<file path="src/hdl/alas_pkg.sv">
// Package for the alarm annunciator sequencer.
// Holds register indexes, lamp modes and the per-tick control struct; no dependencies.
`timescale 1ns / 1ps

package alas_pkg;

  // Width of a tick counter, its period register and the configuration data.
  localparam int unsigned CNT_W = 8;

  // Configuration register indexes.
  localparam int unsigned CFG_IDX_W = 1;
  localparam logic [CFG_IDX_W-1:0] REG_FLICKER_PERIOD = 1'b0;
  localparam logic [CFG_IDX_W-1:0] REG_BLINK_PERIOD   = 1'b1;

  // Reset values of the period registers.
  localparam logic [CNT_W-1:0] FLICKER_PERIOD_RST = 8'd5;
  localparam logic [CNT_W-1:0] BLINK_PERIOD_RST   = 8'd20;

  // What drives a channel's lamp during one tick.
  typedef enum logic [1:0] {
    MODE_OFF,
    MODE_ON,
    MODE_FLICKER,
    MODE_BLINK
  } lamp_mode_t;

  // Controls shared by all channel lanes for one tick.
  typedef struct packed {
    logic accept;
    logic ack;
    logic clear;
    logic flicker_phase;
    logic blink_phase;
  } alas_tick_t;

endpackage

</file>
<file path="src/hdl/alarm_annunciator_sequencer.sv">
// Top level of the alarm annunciator sequencer.
// Depends on alas_pkg, alas_phase_gen, alas_lane and alas_out_buf.
`timescale 1ns / 1ps

// Channel   Handshake             Payload
// in_       in_valid / in_ready   in_alarm_bits, in_ack_button, in_reset_button
// out_      out_valid / out_ready out_lamp_bits
// cfg_      cfg_wr_en             cfg_index, cfg_wdata
//
// Lamp requests are registered; one tick per cycle while in_ready is high.
// The counters and all channel lanes update in the accept cycle itself.
// A two-entry output stage (output register and skid register) lets one more
// tick enter while a result waits; in_ready drops only when both are full.
// Synchronous active-low reset clears flags, counters and phases and restores
// the period registers to 5 and 20.

module alarm_annunciator_sequencer
  import alas_pkg::*;
#(
  parameter int unsigned CHANNELS = 3
) (
  input  logic                 clk,
  input  logic                 rst_n,
  input  logic                 in_valid,
  output logic                 in_ready,
  input  logic [CHANNELS-1:0]  in_alarm_bits,
  input  logic                 in_ack_button,
  input  logic                 in_reset_button,
  output logic                 out_valid,
  input  logic                 out_ready,
  output logic [CHANNELS-1:0]  out_lamp_bits,
  input  logic                 cfg_wr_en,
  input  logic [CFG_IDX_W-1:0] cfg_index,
  input  logic [CNT_W-1:0]     cfg_wdata
);

  logic [CNT_W-1:0]    flicker_period_r;
  logic [CNT_W-1:0]    blink_period_r;
  logic                accept;
  logic                room;
  logic                flicker_phase;
  logic                blink_phase;
  alas_tick_t          tick;
  logic [CHANNELS-1:0] lamps;

  assign in_ready = room;
  assign accept   = in_valid && room;

  // Period registers.
  always_ff @(posedge clk) begin
    if (!rst_n) begin
      flicker_period_r <= FLICKER_PERIOD_RST;
      blink_period_r   <= BLINK_PERIOD_RST;
    end else if (cfg_wr_en) begin
      unique case (cfg_index)
        REG_FLICKER_PERIOD: flicker_period_r <= cfg_wdata;
        REG_BLINK_PERIOD:   blink_period_r   <= cfg_wdata;
        default: ;
      endcase
    end
  end

  // Fast and slow phase generators.
  alas_phase_gen u_flicker (
    .clk       (clk),
    .rst_n     (rst_n),
    .advance   (accept),
    .period    (flicker_period_r),
    .phase_nxt (flicker_phase)
  );

  alas_phase_gen u_blink (
    .clk       (clk),
    .rst_n     (rst_n),
    .advance   (accept),
    .period    (blink_period_r),
    .phase_nxt (blink_phase)
  );

  // Controls broadcast to every lane.
  always_comb begin
    tick.accept        = accept;
    tick.ack           = in_ack_button;
    tick.clear         = in_reset_button;
    tick.flicker_phase = flicker_phase;
    tick.blink_phase   = blink_phase;
  end

  // One lane per channel.
  for (genvar g = 0; g < CHANNELS; g++) begin : g_lane
    alas_lane u_lane (
      .clk   (clk),
      .rst_n (rst_n),
      .tick  (tick),
      .alarm (in_alarm_bits[g]),
      .lamp  (lamps[g])
    );
  end

  // Merge the lane lamps into the result channel.
  alas_out_buf #(
    .CHANNELS (CHANNELS)
  ) u_out_buf (
    .clk           (clk),
    .rst_n         (rst_n),
    .push          (accept),
    .lamps         (lamps),
    .room          (room),
    .out_valid     (out_valid),
    .out_ready     (out_ready),
    .out_lamp_bits (out_lamp_bits)
  );

endmodule

</file>
<file path="src/hdl/alas_phase_gen.sv">
// Tick counter and phase toggle for the alarm annunciator sequencer.
// Depends on alas_pkg for the counter width.
`timescale 1ns / 1ps

module alas_phase_gen
  import alas_pkg::*;
(
  input  logic             clk,
  input  logic             rst_n,
  input  logic             advance,
  input  logic [CNT_W-1:0] period,
  output logic             phase_nxt
);

  logic [CNT_W-1:0] count_r;
  logic [CNT_W-1:0] count_nxt;
  logic             phase_r;
  logic             match;

  // The old count is compared with the period; a match wraps and toggles.
  assign match     = (count_r == period);
  assign count_nxt = match ? '0 : count_r + CNT_W'(1);
  assign phase_nxt = phase_r ^ match;

  // Counter and phase move once per accepted tick.
  always_ff @(posedge clk) begin
    if (!rst_n) begin
      count_r <= '0;
      phase_r <= 1'b0;
    end else if (advance) begin
      count_r <= count_nxt;
      phase_r <= phase_nxt;
    end
  end

endmodule

</file>
<file path="src/hdl/alas_lane.sv">
// One channel lane of the alarm annunciator sequencer: four flags and the lamp.
// Depends on alas_pkg for lamp modes and the tick control struct.
`timescale 1ns / 1ps

module alas_lane
  import alas_pkg::*;
(
  input  logic       clk,
  input  logic       rst_n,
  input  alas_tick_t tick,
  input  logic       alarm,
  output logic       lamp
);

  logic       active_r, active_nxt;
  logic       flicker_r, flicker_nxt;
  logic       blink_r, blink_nxt;
  logic       steady_r, steady_nxt;
  lamp_mode_t mode;

  // Flag sequence; the order of the tests decides which rule applies.
  always_comb begin
    active_nxt  = active_r;
    flicker_nxt = flicker_r;
    blink_nxt   = blink_r;
    steady_nxt  = steady_r;
    mode        = MODE_OFF;
    priority if (tick.ack || steady_r) begin
      priority if (alarm) begin
        steady_nxt = 1'b1;
        active_nxt = 1'b1;
        mode       = MODE_ON;
      end else if (active_r) begin
        blink_nxt   = 1'b1;
        steady_nxt  = 1'b0;
        flicker_nxt = 1'b0;
        mode        = MODE_BLINK;
      end else begin
        active_nxt  = 1'b0;
        blink_nxt   = 1'b0;
        flicker_nxt = 1'b0;
        mode        = MODE_OFF;
      end
    end else if (!blink_r && (flicker_r || alarm)) begin
      active_nxt  = 1'b1;
      flicker_nxt = 1'b1;
      blink_nxt   = 1'b0;
      steady_nxt  = 1'b0;
      mode        = MODE_FLICKER;
    end else if ((!blink_r && !flicker_r && !alarm) || (blink_r && tick.clear)) begin
      active_nxt  = 1'b0;
      blink_nxt   = 1'b0;
      flicker_nxt = 1'b0;
      mode        = MODE_OFF;
    end else if (alarm) begin
      active_nxt  = 1'b1;
      flicker_nxt = 1'b1;
      blink_nxt   = 1'b0;
      steady_nxt  = 1'b0;
      mode        = MODE_FLICKER;
    end else begin
      blink_nxt   = 1'b1;
      steady_nxt  = 1'b0;
      flicker_nxt = 1'b0;
      mode        = MODE_BLINK;
    end
  end

  // Lamp level from the mode and the phases of this tick.
  always_comb begin
    unique case (mode)
      MODE_OFF:     lamp = 1'b0;
      MODE_ON:      lamp = 1'b1;
      MODE_FLICKER: lamp = tick.flicker_phase;
      MODE_BLINK:   lamp = tick.blink_phase;
      default:      lamp = 1'b0;
    endcase
  end

  // Flags change only on an accepted tick.
  always_ff @(posedge clk) begin
    if (!rst_n) begin
      active_r  <= 1'b0;
      flicker_r <= 1'b0;
      blink_r   <= 1'b0;
      steady_r  <= 1'b0;
    end else if (tick.accept) begin
      active_r  <= active_nxt;
      flicker_r <= flicker_nxt;
      blink_r   <= blink_nxt;
      steady_r  <= steady_nxt;
    end
  end

endmodule

</file>
<file path="src/hdl/alas_out_buf.sv">
// Merge stage of the alarm annunciator sequencer: collects the lane lamps into
// an output register backed by a skid register. Depends on alas_pkg.
`timescale 1ns / 1ps

module alas_out_buf
  import alas_pkg::*;
#(
  parameter int unsigned CHANNELS = 3
) (
  input  logic                clk,
  input  logic                rst_n,
  input  logic                push,
  input  logic [CHANNELS-1:0] lamps,
  output logic                room,
  output logic                out_valid,
  input  logic                out_ready,
  output logic [CHANNELS-1:0] out_lamp_bits
);

  logic                out_valid_r;
  logic [CHANNELS-1:0] out_data_r;
  logic                skid_valid_r;
  logic [CHANNELS-1:0] skid_data_r;
  logic                pop;

  assign pop           = out_valid_r && out_ready;
  assign room          = !skid_valid_r;
  assign out_valid     = out_valid_r;
  assign out_lamp_bits = out_data_r;

  // Control: a new request goes to the output register when it is free or
  // draining, otherwise it parks in the skid register.
  always_ff @(posedge clk) begin
    if (!rst_n) begin
      out_valid_r  <= 1'b0;
      skid_valid_r <= 1'b0;
    end else begin
      if (push) begin
        if (!out_valid_r || pop) begin
          out_valid_r <= 1'b1;
        end else begin
          skid_valid_r <= 1'b1;
        end
      end else if (pop) begin
        out_valid_r  <= skid_valid_r;
        skid_valid_r <= 1'b0;
      end
    end
  end

  // Payload.
  always_ff @(posedge clk) begin
    if (push) begin
      if (!out_valid_r || pop) begin
        out_data_r <= lamps;
      end else begin
        skid_data_r <= lamps;
      end
    end else if (pop && skid_valid_r) begin
      out_data_r <= skid_data_r;
    end
  end

endmodule
</file>
<file path="config.mk">
export PLATFORM = sky130hd
export DESIGN_NAME = alarm_annunciator_sequencer
export DESIGN_NICKNAME = d
export VERILOG_FILES = /design/src/hdl/alas_pkg.sv /design/src/hdl/alarm_annunciator_sequencer.sv /design/src/hdl/alas_phase_gen.sv /design/src/hdl/alas_lane.sv /design/src/hdl/alas_out_buf.sv
export SDC_FILE = /design/constraint.sdc
export NUM_CORES = 1
export LEC_CHECK = 0
export BUFFER_PORTS_ARGS = -buffer_cell sky130_fd_sc_hd__buf_2
export CAP_MARGIN = 10
export CORE_ASPECT_RATIO = 2
export CORE_MARGIN = 3
export CORE_UTILIZATION = 59
export CTS_CLUSTER_SIZE = 16
export DETAILED_ROUTE_END_ITERATION = 8
export HOLD_SLACK_MARGIN = 0.02
export PLACE_DENSITY = 0.91
export REMOVE_ABC_BUFFERS = 1
export SETUP_SLACK_MARGIN = 0.15
export SYNTH_ARGS = -nofsm -noshare
export SYNTH_HDL_FRONTEND = slang
export SYNTH_SLANG_ARGS = --single-unit
</file>
<file path="constraint.sdc">
create_clock -name clk -period 1.9 [get_ports clk]
set_input_delay 0.19 -clock clk [delete_from_list [all_inputs] [get_ports clk]]
set_output_delay 0.19 -clock clk [all_outputs]
set_load 0.05 [all_outputs]
</file>
-- Word level (Yosys, flattened, before mapping)
Cells that the tools add are included.
- bits in read-only memories: 0
- bits of input ports: 19
- word-level logic and storage cells: 204
- bits in registers: 54
- output and inout bits: 5
- RAM bits: 0
- memories: 0
- bits in latches: 0
- bitwise logic cells: 4
- add/subtract/negate cells: 2
- multiply operators: 0
- div/mod/pow operators: 0
- shifts and indexed selects: 0
- eq/ne operators: 22
- $lt $le $gt $ge: 0
- reduce and logical (&&, ||, !) cells: 59
- mux-type cells: 95
- operators by type and width (cell ; number):
    $mux 1 ; 72
    $mux 2 ; 15
    $reduce_and 2->1 ; 12
    $add 8x1->8 const B ; 2
    $eq 8x8->1 ; 2
    $mux 8 ; 2
    $logic_and 1x1->1 ; 15
    $eq 2x2->1 const B ; 6
    $pmux 1 s4 ; 3
    $reduce_bool 4->1 ; 3
    $logic_not 1->1 ; 11
    $logic_or 1x1->1 ; 10
    $mux 3 ; 3
    $ne 3x1->1 const B ; 3
    $ne 3x2->1 const B ; 3
    $reduce_and 3->1 ; 3
    $ne 2x2->1 const B ; 4
    $eq 2x1->1 const B ; 3
    $logic_not 2->1 ; 3
    $reduce_bool 2->1 ; 2
    $ne 2x1->1 const B ; 1
    $not 1->1 ; 2
    $xor 1x1->1 ; 2

-- Depth between registers and ports, before layout
Gate-level depths: netlist (run 1).
- depth in word-level cells: 11
- mapped depth: 6
- mapped depth without buffers: 6

-- Modules after synthesis
From an unflattened synthesis (run 1), not the netlist that was laid out.
- cells, all modules: 321
- area, all modules: 2887.8 um^2
- modules (own cells, without submodules) (module ; seq. area each (um^2) ; cells each ; area an instance (um^2) ; instances):
    alas_phase_gen ; 180.2 ; 56 ; 500.5 ; 2
    alas_lane ; 80.1 ; 40 ; 311.5 ; 3
    alarm_annunciator_sequencer ; 320.3 ; 67 ; 630.6 ; 1
    alas_out_buf ; 220.2 ; 22 ; 321.6 ; 1

-- Worst setup path after synthesis (run 1)
OpenSTA, ideal clock, no wires.
- path type: flip-flop to flip-flop
- from: reg u_blink.count_r[5]
- to: reg u_out_buf.out_data_r[0], in the netlist u_out_buf.out_lamp_bits[0], data pin
- path buffers: 0
- arrival: 1.357 ns
- stages on the path, launching flop included: 6
- path slack: 0.272 ns
- data required time: 1.629 ns
- setup time: 0.271 ns
- clock period less this slack: 1.628 ns
- cells stage by stage: dfxtp_1 xor2_1 nor4_2 a21boi_1 o311ai_1 o211ai_1
- word-level cells in the longest chain between the ends: 5
- RTL lines (what ; RTL line ; text):
    from (decl) ; alas_phase_gen.sv:15 ; logic [CNT_W-1:0] count_r;
    from (signal assigned) ; alas_phase_gen.sv:31 ; count_r <= count_nxt;
    $eq 8x8->1 ; alas_phase_gen.sv:21 ; assign match = (count_r == period);
    $xor 1x1->1 ; alas_phase_gen.sv:23 ; assign phase_nxt = phase_r ^ match;
    $pmux 1 s4 ; alas_lane.sv:71 ; unique case (mode)
    $mux 3 ; alas_out_buf.sv:54 ; if (!out_valid_r || pop) begin
    $mux 3 ; alas_out_buf.sv:53 ; if (push) begin
    to (signal assigned) ; alas_out_buf.sv:55 ; out_data_r <= lamps;
    to (signal assigned) ; alas_out_buf.sv:60 ; out_data_r <= skid_data_r;
    to (decl) ; alas_out_buf.sv:21 ; logic [CHANNELS-1:0] out_data_r;
No other way between the ends. The select of a mux whose other input is x is not followed.
A chain may end at the register's enable or synchronous reset.

-- Worst setup path after layout (run 1)
- from: reg u_flicker.count_r[2]
- to: reg u_out_buf.out_data_r[1], in the netlist u_out_buf.out_lamp_bits[1], data pin
- word-level cells in the longest chain between the ends: 5
- RTL lines (what ; RTL line):
    from (decl) ; alas_phase_gen.sv:15
    from (signal assigned) ; alas_phase_gen.sv:31
    $eq 8x8->1 ; alas_phase_gen.sv:21
    $xor 1x1->1 ; alas_phase_gen.sv:23
    $pmux 1 s4 ; alas_lane.sv:71
    $mux 3 ; alas_out_buf.sv:54
    $mux 3 ; alas_out_buf.sv:53
No other way between the ends. The select of a mux whose other input is x is not followed.

==> results of run 1 <==
==> metrics by stage <==
step                setup WS [ns]  total power, µW  hold WS (ns)  TNS (ns)
global placement            0.151             1690         0.396         0
CTS                         0.162             2300        0.0674         0
detailed placement          0.137             1710         0.402         0
finish                      0.203             2300        0.0732         0
floorplan                  -0.259             1570         0.262     -1.05
global route                0.113             2420        0.0675         0
==> where the power goes <==
| part | leakage, µW | total, µW | switching [µW] | internal, µW |
|---|---|---|---|---|
| Combinational | 0.000674 | 417 | 252 | 165 |
| Clock | 0.0000395 | 611 | 348 | 263 |
| Sequential | 0.000450 | 1280 | 60.2 | 1220 |
| Total | 0.00116 | 2300 | 661 | 1640 |
==> timing repair <==
| item | CTS | global route |
|---|---|---|
| buffers inserted | 0 | 1 |
| endpoints found under the setup margin | 1 | 12 |
| pin swaps | 0 | 6 |
| hold buffers | 0 | 0 |
| gates cloned | 0 | 0 |
| gates resized for setup | 1 | 4 |
==> layer usage <==
| layer | global-route usage, % | up-vias | part of all wire, % |
|---|---|---|---|
| met2 | 47.5 | 61 | 58 |
| met1 | 23.8 | 1171 | 35 |
| met3 | 3.98 | 15 | 3.4 |
| met4 | 11.0 | 0 | 2.9 |
| met5 | 0 | - | 0 |
| li1 | - | 1183 | - |
==> registers in the layout (all words and copies together), names as in the netlist <==
signal,flops
u_flicker.count_r,8
u_out_buf.out_lamp_bits,3
flicker_period_r,8
g_lane.u_lane.blink_r,3
u_blink.count_r,8
blink_period_r,8
u_out_buf.skid_data_r,3
u_flicker.phase_r,1
u_out_buf.out_valid,1
u_blink.phase_r,1
g_lane.u_lane.active_r,3
g_lane.u_lane.flicker_r,3
u_out_buf.skid_valid_r,1
g_lane.u_lane.steady_r,3
==> cells by family after synthesis <==
family | Yosys count | share of synthesized area (%)
flip-flops | 54 | 42.3
AO/OA/AOI/OAI | 75 | 18.0
adder cells (fa/ha/maj) | 2 | 0.927
buffers and inverters | 29 | 4.31
XOR/XNOR | 32 | 10.4
AND/OR/NAND/NOR | 138 | 24.0
==> Yosys cell counts (all sizes together), types with 3 or more instances <==
library cell  number
dfxtp             48
o2bb2ai            3
nor4               6
or2                3
edfxtp             6
and3               5
nand4              4
o21ai              7
inv                9
nand3             10
a21oi             32
nor2              33
xnor2             18
clkbuf            11
o221a              4
nand2             53
nand2b             3
nor3               9
xor2              14
a211oi             3
buf                9
a31oi              7
==> cells in the final DEF (no fill, tap or decap), types with 8 or more instances in the layout <==
cell type and count:
nor3_1 8, nand2_1 53, nand3_1 10, nor2_1 33
dfxtp_1 47, a21oi_1 32, xor2_1 14, xnor2_1 18
buf_2 23, inv_1 9
==> critical path, cell delays in order, from the launching register on <==
cell and delay [ns]:
dfxtp_1 0.46, xnor2_1 0.17, nand4_1 0.18, nor3_1 0.30
o21ai_0 0.17, a211oi_1 0.24
==> worst paths after layout <==
path | to | slack [ns]
worst max-delay path | u_out_buf.out_lamp_bits[1] | 0.20
worst min-delay path | u_out_buf.skid_valid_r | 0.07
worst max register to register | u_out_buf.out_lamp_bits[1] | 0.20
worst min register to register | blink_period_r[3] | 0.47
==> cell type report <==
type | instances | area, µm² | share of cell area (%)
multi-input combinational | 247 | 1460 | 49.3
clock buffer | 8 | 80.1 | 2.70
tap | 54 | 67.6 | 2.28
timing repair buffer | 30 | 180 | 6.07
sequential | 54 | 1140 | 38.5
inverter | 9 | 33.8 | 1.14
==> results.tsv, run 1 <==
metric	value	unit
cap_violations	0	
cts_num_sinks	54	
startpoint	u_flicker.count_r[2]	
outcome	complete, no violations	
crit_path_end_kind	flop	
worst_pin_slew	0.738	ns
required	2.04	ns
grt.overflow.total	0	
grt_pass1_vias	2343	
finalNetCount	368	
powerDensity	777	mW/mm²
globalplace.congestion	0.908	
final.period_utilization	89.3	%
nFillCells	354	
rsz0062_at_grt	true	
r2r-start	u_flicker.count_r[2]	
avgSynthCellArea	8.17	µm²
crit_path_start_kind	flop	
placed_cells	393	
hold_depth	2	
antennaDiodeCount	0	
leakage	0.00116	µW
area.growth.synth_to_final	10.0	%
clk_pin_slew	0.09	ns
peakVddDrop	686	µV
final_cells	402	
pin_count	24	
vias_per_cell	6.04	
synth_edf_count	6	
worstPathMaxFanout	5	
final_area	0.00297	mm²
root_buffer	clkbuf_8	
hp-start	out_ready	
finalHoldViolations	0	
drc	0	
ant_nets	0	
clockBufferDepth	2	
synth_seq_cells	54	
initial_core_util	61.6	%
synth_cells	330	
path_class	flop to flop	
finalMaxSlewViolations	0	
grt_pass1_wl	10.0	mm
wl_per_cell	15.3	µm
first_pass_iters	4	
max_freq	0.589	GHz
dieHeight	102	µm
synth_top_area_share	35.6	%
clkLatencyLatePin	0.31	ns
synth_flop_cell	dfxtp_1	
grt_use_total	24.7	%
synth_cell_types	48	
antenna_found_initial	0	
min_path_type	primary input to flop	
ys_seq_area_share	42.3	%
vias	2430	
drive_gt1_share	14.4	%
core_area	0.00438	mm²
port_buffers	23	
drt_iter0_drc	96	
synth_area_leaders	dfxtp_1, nand2_1, edfxtp_1	
dp_hpwl	4.57	mm
grt_max_degree	23	
netlist_area	0.00270	mm²
setup_violations	0	
async_flop_share	0	%
slew_headroom	50.7	%
min_period	1.70	ns
cp.arrival	1.84	ns
fin_skew	0.0111	ns
reg2reg_depth	5	
die_area	0.00547	mm²
cts_htree_levels	2	
yosysWarnings	0	
wl	6.14	mm
place_area	0.00286	mm²
die-width	53.8	µm
final_core_util	67.7	%
cts_tree	done	
fp-row-count	34	
synth_top_area_cell	dfxtp_1	
numCtsBuffers	5	
Power figures use the tool's default switching activity.
==> run 2, diff against run 1 <==
Settings changed: MAX_ROUTING_LAYER from default to met4, TNS_END_PERCENT from default to 20.
==> run 2 against run 1 <==
  * First-iteration DRC count up 5.2%
  * Final area down 0.17%
  * Die area unchanged
  * Highest routed layer unchanged
  * Final cell count unchanged
  * Worst setup slack worse by 0.014 ns
  * Critical path type unchanged
  * Wire length up 0.13%
  * Maximum frequency down 0.81%
==> results.tsv, run 2 (synthesized netlist as in run 1, its figures left out) <==
metric	value	unit	change
outcome	complete, no violations		unchanged
crit_family	flip-flops		was simple AND/OR/NAND/NOR gates
rsz0062_at_grt	true		unchanged
grt_use_total	25.4	%	was 24.7%
cts_num_sinks	54		unchanged
slowest_stage	dfxtp_1		unchanged
hold_buffers	0		unchanged
cap_violations	0		unchanged
clk_pin_slew	0.10	ns	was 0.09 ns
path_class	flop to flop		unchanged
antennaDiodeCount	0		unchanged
final.period_utilization	90.0	%	was 89.3%
cp.arrival	1.78	ns	was 1.84 ns
fp-row-count	34		unchanged
worstPathMaxFanout	6		was 5
initial_core_util	61.6	%	unchanged
pin_count	24		unchanged
grt_pass1_wl	10.0	mm	unchanged
min_period	1.71	ns	was 1.70 ns
wl	6.15	mm	was 6.14 mm
wl_per_cell	15.3	µm	about the same
vias	2436		was 2,430
layout_common_cells	nand2_1, dfxtp_1, nor2_1		unchanged
max_freq	0.585	GHz	was 0.589 GHz
grt.overflow.total	0		unchanged
worstPathCellList	xor2_1 -> nor4_2 -> buf_4 -> a21boi_2 -> o31ai_1 -> nand3_1		was xnor2_1 -> nand4_1 -> nor3_1 -> o21ai_0 -> a211oi_1
first_pass_iters	4		unchanged
cp_num_buf_inv	1		was 0
antenna_found_initial	0		unchanged
grt_pass1_vias	2342		was 2,343
finalNetCount	368		unchanged
dp_hpwl	4.57	mm	unchanged
clkLatencyLatePin	0.31	ns	about the same
drc	0		unchanged
area.growth.synth_to_final	9.83	%	was 10.0%
vias_per_cell	6.06		was 6.04
crit_path_end_kind	flop		unchanged
crit_path_start_kind	flop		unchanged
grt_max_degree	23		unchanged
port_buffers	23		unchanged
layout_commonest_cell	nand2_1		unchanged
clockBufferDepth	2		unchanged
dieHeight	102	µm	unchanged
finalHoldViolations	0		unchanged
fin_skew	0.0148	ns	was 0.0111 ns
globalplace.congestion	0.923		was 0.908
cts_htree_levels	2		unchanged
powerDensity	781	mW/mm²	was 777 mW/mm²
peakVddDrop	687	µV	was 686 µV
max_stage_delay	0.43	ns	was 0.46 ns
setup_violations	0		unchanged
die-width	53.8	µm	unchanged
numCtsBuffers	5		unchanged
place_area	0.00286	mm²	unchanged
slew_headroom	49.8	%	was 50.7%
totalPowerFinal	2310	µW	was 2300 µW
leakage	0.00116	µW	about the same
drt_iter0_drc	101		was 96
ant_nets	0		unchanged
core_area	0.00438	mm²	unchanged
required	1.97	ns	was 2.04 ns
root_buffer	clkbuf_8		unchanged
die_area	0.00547	mm²	unchanged
finalMaxSlewViolations	0		unchanged
nFillCells	358		was 354
worst_pin_slew	0.752	ns	was 0.738 ns
cts_tree	done		unchanged
min_path_type	primary input to flop		unchanged
drive_gt1_share	14.1	%	was 14.4%
final_area	0.00296	mm²	was 0.00297 mm²
[run 2: final timing paths]
kind                                          from                          to  slack (ns)  cells past startpoint
worst max-delay path            u_blink.count_r[0]  u_out_buf.out_lamp_bits[2]        0.19                      6
worst min-delay path                     out_ready      u_out_buf.skid_valid_r        0.07                      2
worst max register to register  u_blink.count_r[0]  u_out_buf.out_lamp_bits[2]        0.19                      6
worst min register to register   blink_period_r[3]           blink_period_r[3]        0.47                      2
[run 2: report_power, final]
group	leakage [µW]	internal (µW)	switching [µW]
combinational	0.000674	165	253
clock	0.0000395	263	357
sequential	0.000450	1220	59.7
[run 2: per-stage QoR]
step | hold slack, ns | setup WS, ns | util (%) | cells | TNS (ns)
after CTS | 0.0674 | 0.162 | 67.1 | 401 | 0
after detailed placement | 0.402 | 0.137 | 65.2 | 393 | 0
final | 0.0660 | 0.189 | 67.6 | 402 | 0
after global placement | 0.396 | 0.151 | 65.2 | 393 | 0
after floorplan | 0.262 | -0.259 | - | 310 | -1.05
after global routing | 0.0675 | 0.113 | 67.6 | 402 | 0
[run 2: timing repair]
item                                    4_1_cts  5_1_grt
pin swaps                                     0        5
setup buffers                                 0        1
hold endpoints to repair                      0        0
gates resized for setup                       1        3
endpoints found under the setup margin        1       12
[run 2: final cells by class]
cell class,count,area (µm²),share of cell area (%)
sequential,54,1140,38.6
clock buffer,8,80.1,2.70
inverter,9,33.8,1.14
multi-input combinational,247,1460,49.2
timing repair buffer,30,180,6.08
tap,54,67.6,2.28
[run 2: metal layers]
layer / up-vias / wire (µm) / part of all wire [%] / GRT usage [%]
met5: - / 0 / 0 / -
met4: 0 / 216 / 3.5 / 11.0
met3: 20 / 208 / 3.4 / 3.98
met2: 69 / 3570 / 58 / 47.5
met1: 1164 / 2150 / 35 / 23.8
li1: 1183 / - / - / -
==> run 3, diff against run 2 <==
Settings changed: CORE_MARGIN 3 to default.
==> run 3 against run 2 <==
  * Core utilization grew 0.49 points
  * Register-to-register slack lost 0.03 ns
  * Total power is 4.1% higher
  * Sequential share of layout area is 0.27 points lower
  * Worst setup slack worse by 0.031 ns
  * Critical path type unchanged
==> results.tsv, run 3 (synthesized netlist as in run 1, its figures left out) <==
metric	value	unit	change
dieHeight	97.6	µm	was 102 µm
final.period_utilization	91.7	%	was 90.0%
antenna_found_initial	0		unchanged
slowest_stage	nor4_2		was dfxtp_1
hold_depth	2		unchanged
required	1.95	ns	was 1.97 ns
worstPathCellList	xor2_1 -> nor4_2 -> a21boi_2 -> o311ai_2 -> o211ai_1		was xor2_1 -> nor4_2 -> buf_4 -> a21boi_2 -> o31ai_1 -> nand3_1
port_buffers	23		unchanged
grt.overflow.total	0		unchanged
layout_setup_ws	0.158	ns	was 0.189 ns
nFillCells	351		was 358
crit_path_end_kind	flop		unchanged
hold_buffers	0		unchanged
clockBufferDepth	2		unchanged
ant_nets	0		unchanged
layout_commonest_cell	nand2_1		unchanged
peakVddDrop	693	µV	was 687 µV
vias_per_cell	5.99		was 6.06
min_period	1.74	ns	was 1.71 ns
grt_use_met1	26.4	%	was 23.8%
fp-row-count	34		unchanged
outcome	complete, no violations		unchanged
grt_use_total	27.9	%	was 25.4%
vias	2394		was 2,436
core_area	0.00438	mm²	unchanged
worst_pin_slew	0.759	ns	was 0.752 ns
path_class	flop to flop		unchanged
max_freq	0.574	GHz	was 0.585 GHz
crit_path_start_kind	flop		unchanged
numCtsBuffers	5		unchanged
finalNetCount	366		was 368
grt_max_degree	23		unchanged
initial_core_util	61.6	%	unchanged
worstSetupPathDepth	5		was 6
cap_violations	0		unchanged
max_stage_delay	0.39	ns	was 0.43 ns
globalplace.congestion	0.885		was 0.923
grtUsageMet3	2.97	%	was 3.98%
finalMaxSlewViolations	0		unchanged
met2_usage	52.9	%	was 47.5%
grt_pass1_wl	10.3	mm	was 10.0 mm
cp.arrival	1.79	ns	was 1.78 ns
worstPathMaxFanout	6		unchanged
min_path_type	primary input to flop		unchanged
cts_htree_levels	2		unchanged
die-width	49.8	µm	was 53.8 µm
layout_common_cells	nand2_1, dfxtp_1, nor2_1		unchanged
fin_skew	0.00381	ns	was 0.0148 ns
finalHoldViolations	0		unchanged
clk_pin_slew	0.09	ns	was 0.10 ns
totalPowerFinal	2410	µW	was 2310 µW
cts_num_sinks	54		unchanged
place_ws	0.120	ns	was 0.137 ns
setup_violations	0		unchanged
area.growth.synth_to_final	10.6	%	was 9.83%
drive_gt1_share	15.3	%	was 14.1%
crit_family	compound AO/OA/AOI/OAI gates		was flip-flops
reg2reg_depth	5		was 6
pin_count	24		unchanged
first_pass_iters	4		unchanged
cts_tree	done		unchanged
tns	0	ns	unchanged
cp_num_buf_inv	0		was 1
grt_busiest_layer	met2		unchanged
dp_hpwl	4.41	mm	was 4.57 mm
antennaDiodeCount	0		unchanged
rsz0062_at_grt	true		unchanged
drt_iter0_drc	63		was 101
clkLatencyLatePin	0.30	ns	was 0.31 ns
grt_pass1_vias	2356		was 2,342
wl_per_cell	15.2	µm	was 15.3 µm
leakage	0.00116	µW	about the same
root_buffer	clkbuf_8		unchanged
drc	0		unchanged
wl	6.08	mm	was 6.15 mm
die_area	0.00486	mm²	was 0.00547 mm²
powerDensity	807	mW/mm²	was 781 mW/mm²
slew_headroom	49.3	%	was 49.8%
-- run 3: path summary, 6_finish.rpt --
check                                    startpoint                          to  slack (ns)
worst max-delay path              blink_period_r[1]  u_out_buf.out_lamp_bits[0]        0.16
worst min-delay path                      out_ready      u_out_buf.skid_valid_r        0.07
worst max register to register    blink_period_r[1]  u_out_buf.out_lamp_bits[0]        0.16
worst min register to register  flicker_period_r[4]         flicker_period_r[4]        0.47
-- run 3: report_power, final --
group	total (µW)	switching, µW	leakage (µW)	internal [µW]
logic	417	253	0.000658	164
clock network	710	368	0.0000539	342
registers	1280	63.6	0.000450	1220
total	2410	685	0.00116	1720
-- run 3: routing by layer --
metal,vias up,share of wire [%]
met5,-,0
met4,0,3.2
met3,18,2.7
met2,58,57
met1,1141,37
li1,1177,-
-- run 3: final cells by class --
class,instances,area (µm²),share of cell area [%]
Multi-Input combinational cell,247,1470,49.3
Sequential cell,54,1140,38.3
Timing Repair Buffer,28,165,5.53
Clock buffer,7,97.6,3.27
Tap cell,54,67.6,2.26
Inverter,9,33.8,1.13
Clock inverter,1,6.26,0.210
-- run 3: timing repair --
action / in CTS / in global routing
pin swaps: 1 / 2
buffers inserted: 1 / 1
resized for setup: 2 / 5
setup endpoints to repair: 2 / 14
-- run 3: stage by stage --
step | std cells | hold slack, ns | util [%] | area (µm²)
finish | 400 | 0.0741 | 68.1 | 2980
global route | 400 | 0.0810 | 68.1 | 2980
CTS | 399 | 0.0769 | 67.5 | 2960
detailed placement | 390 | 0.400 | 64.7 | 2840
global placement | 390 | 0.391 | 64.7 | 2840
floorplan | 310 | 0.262 | - | 2620
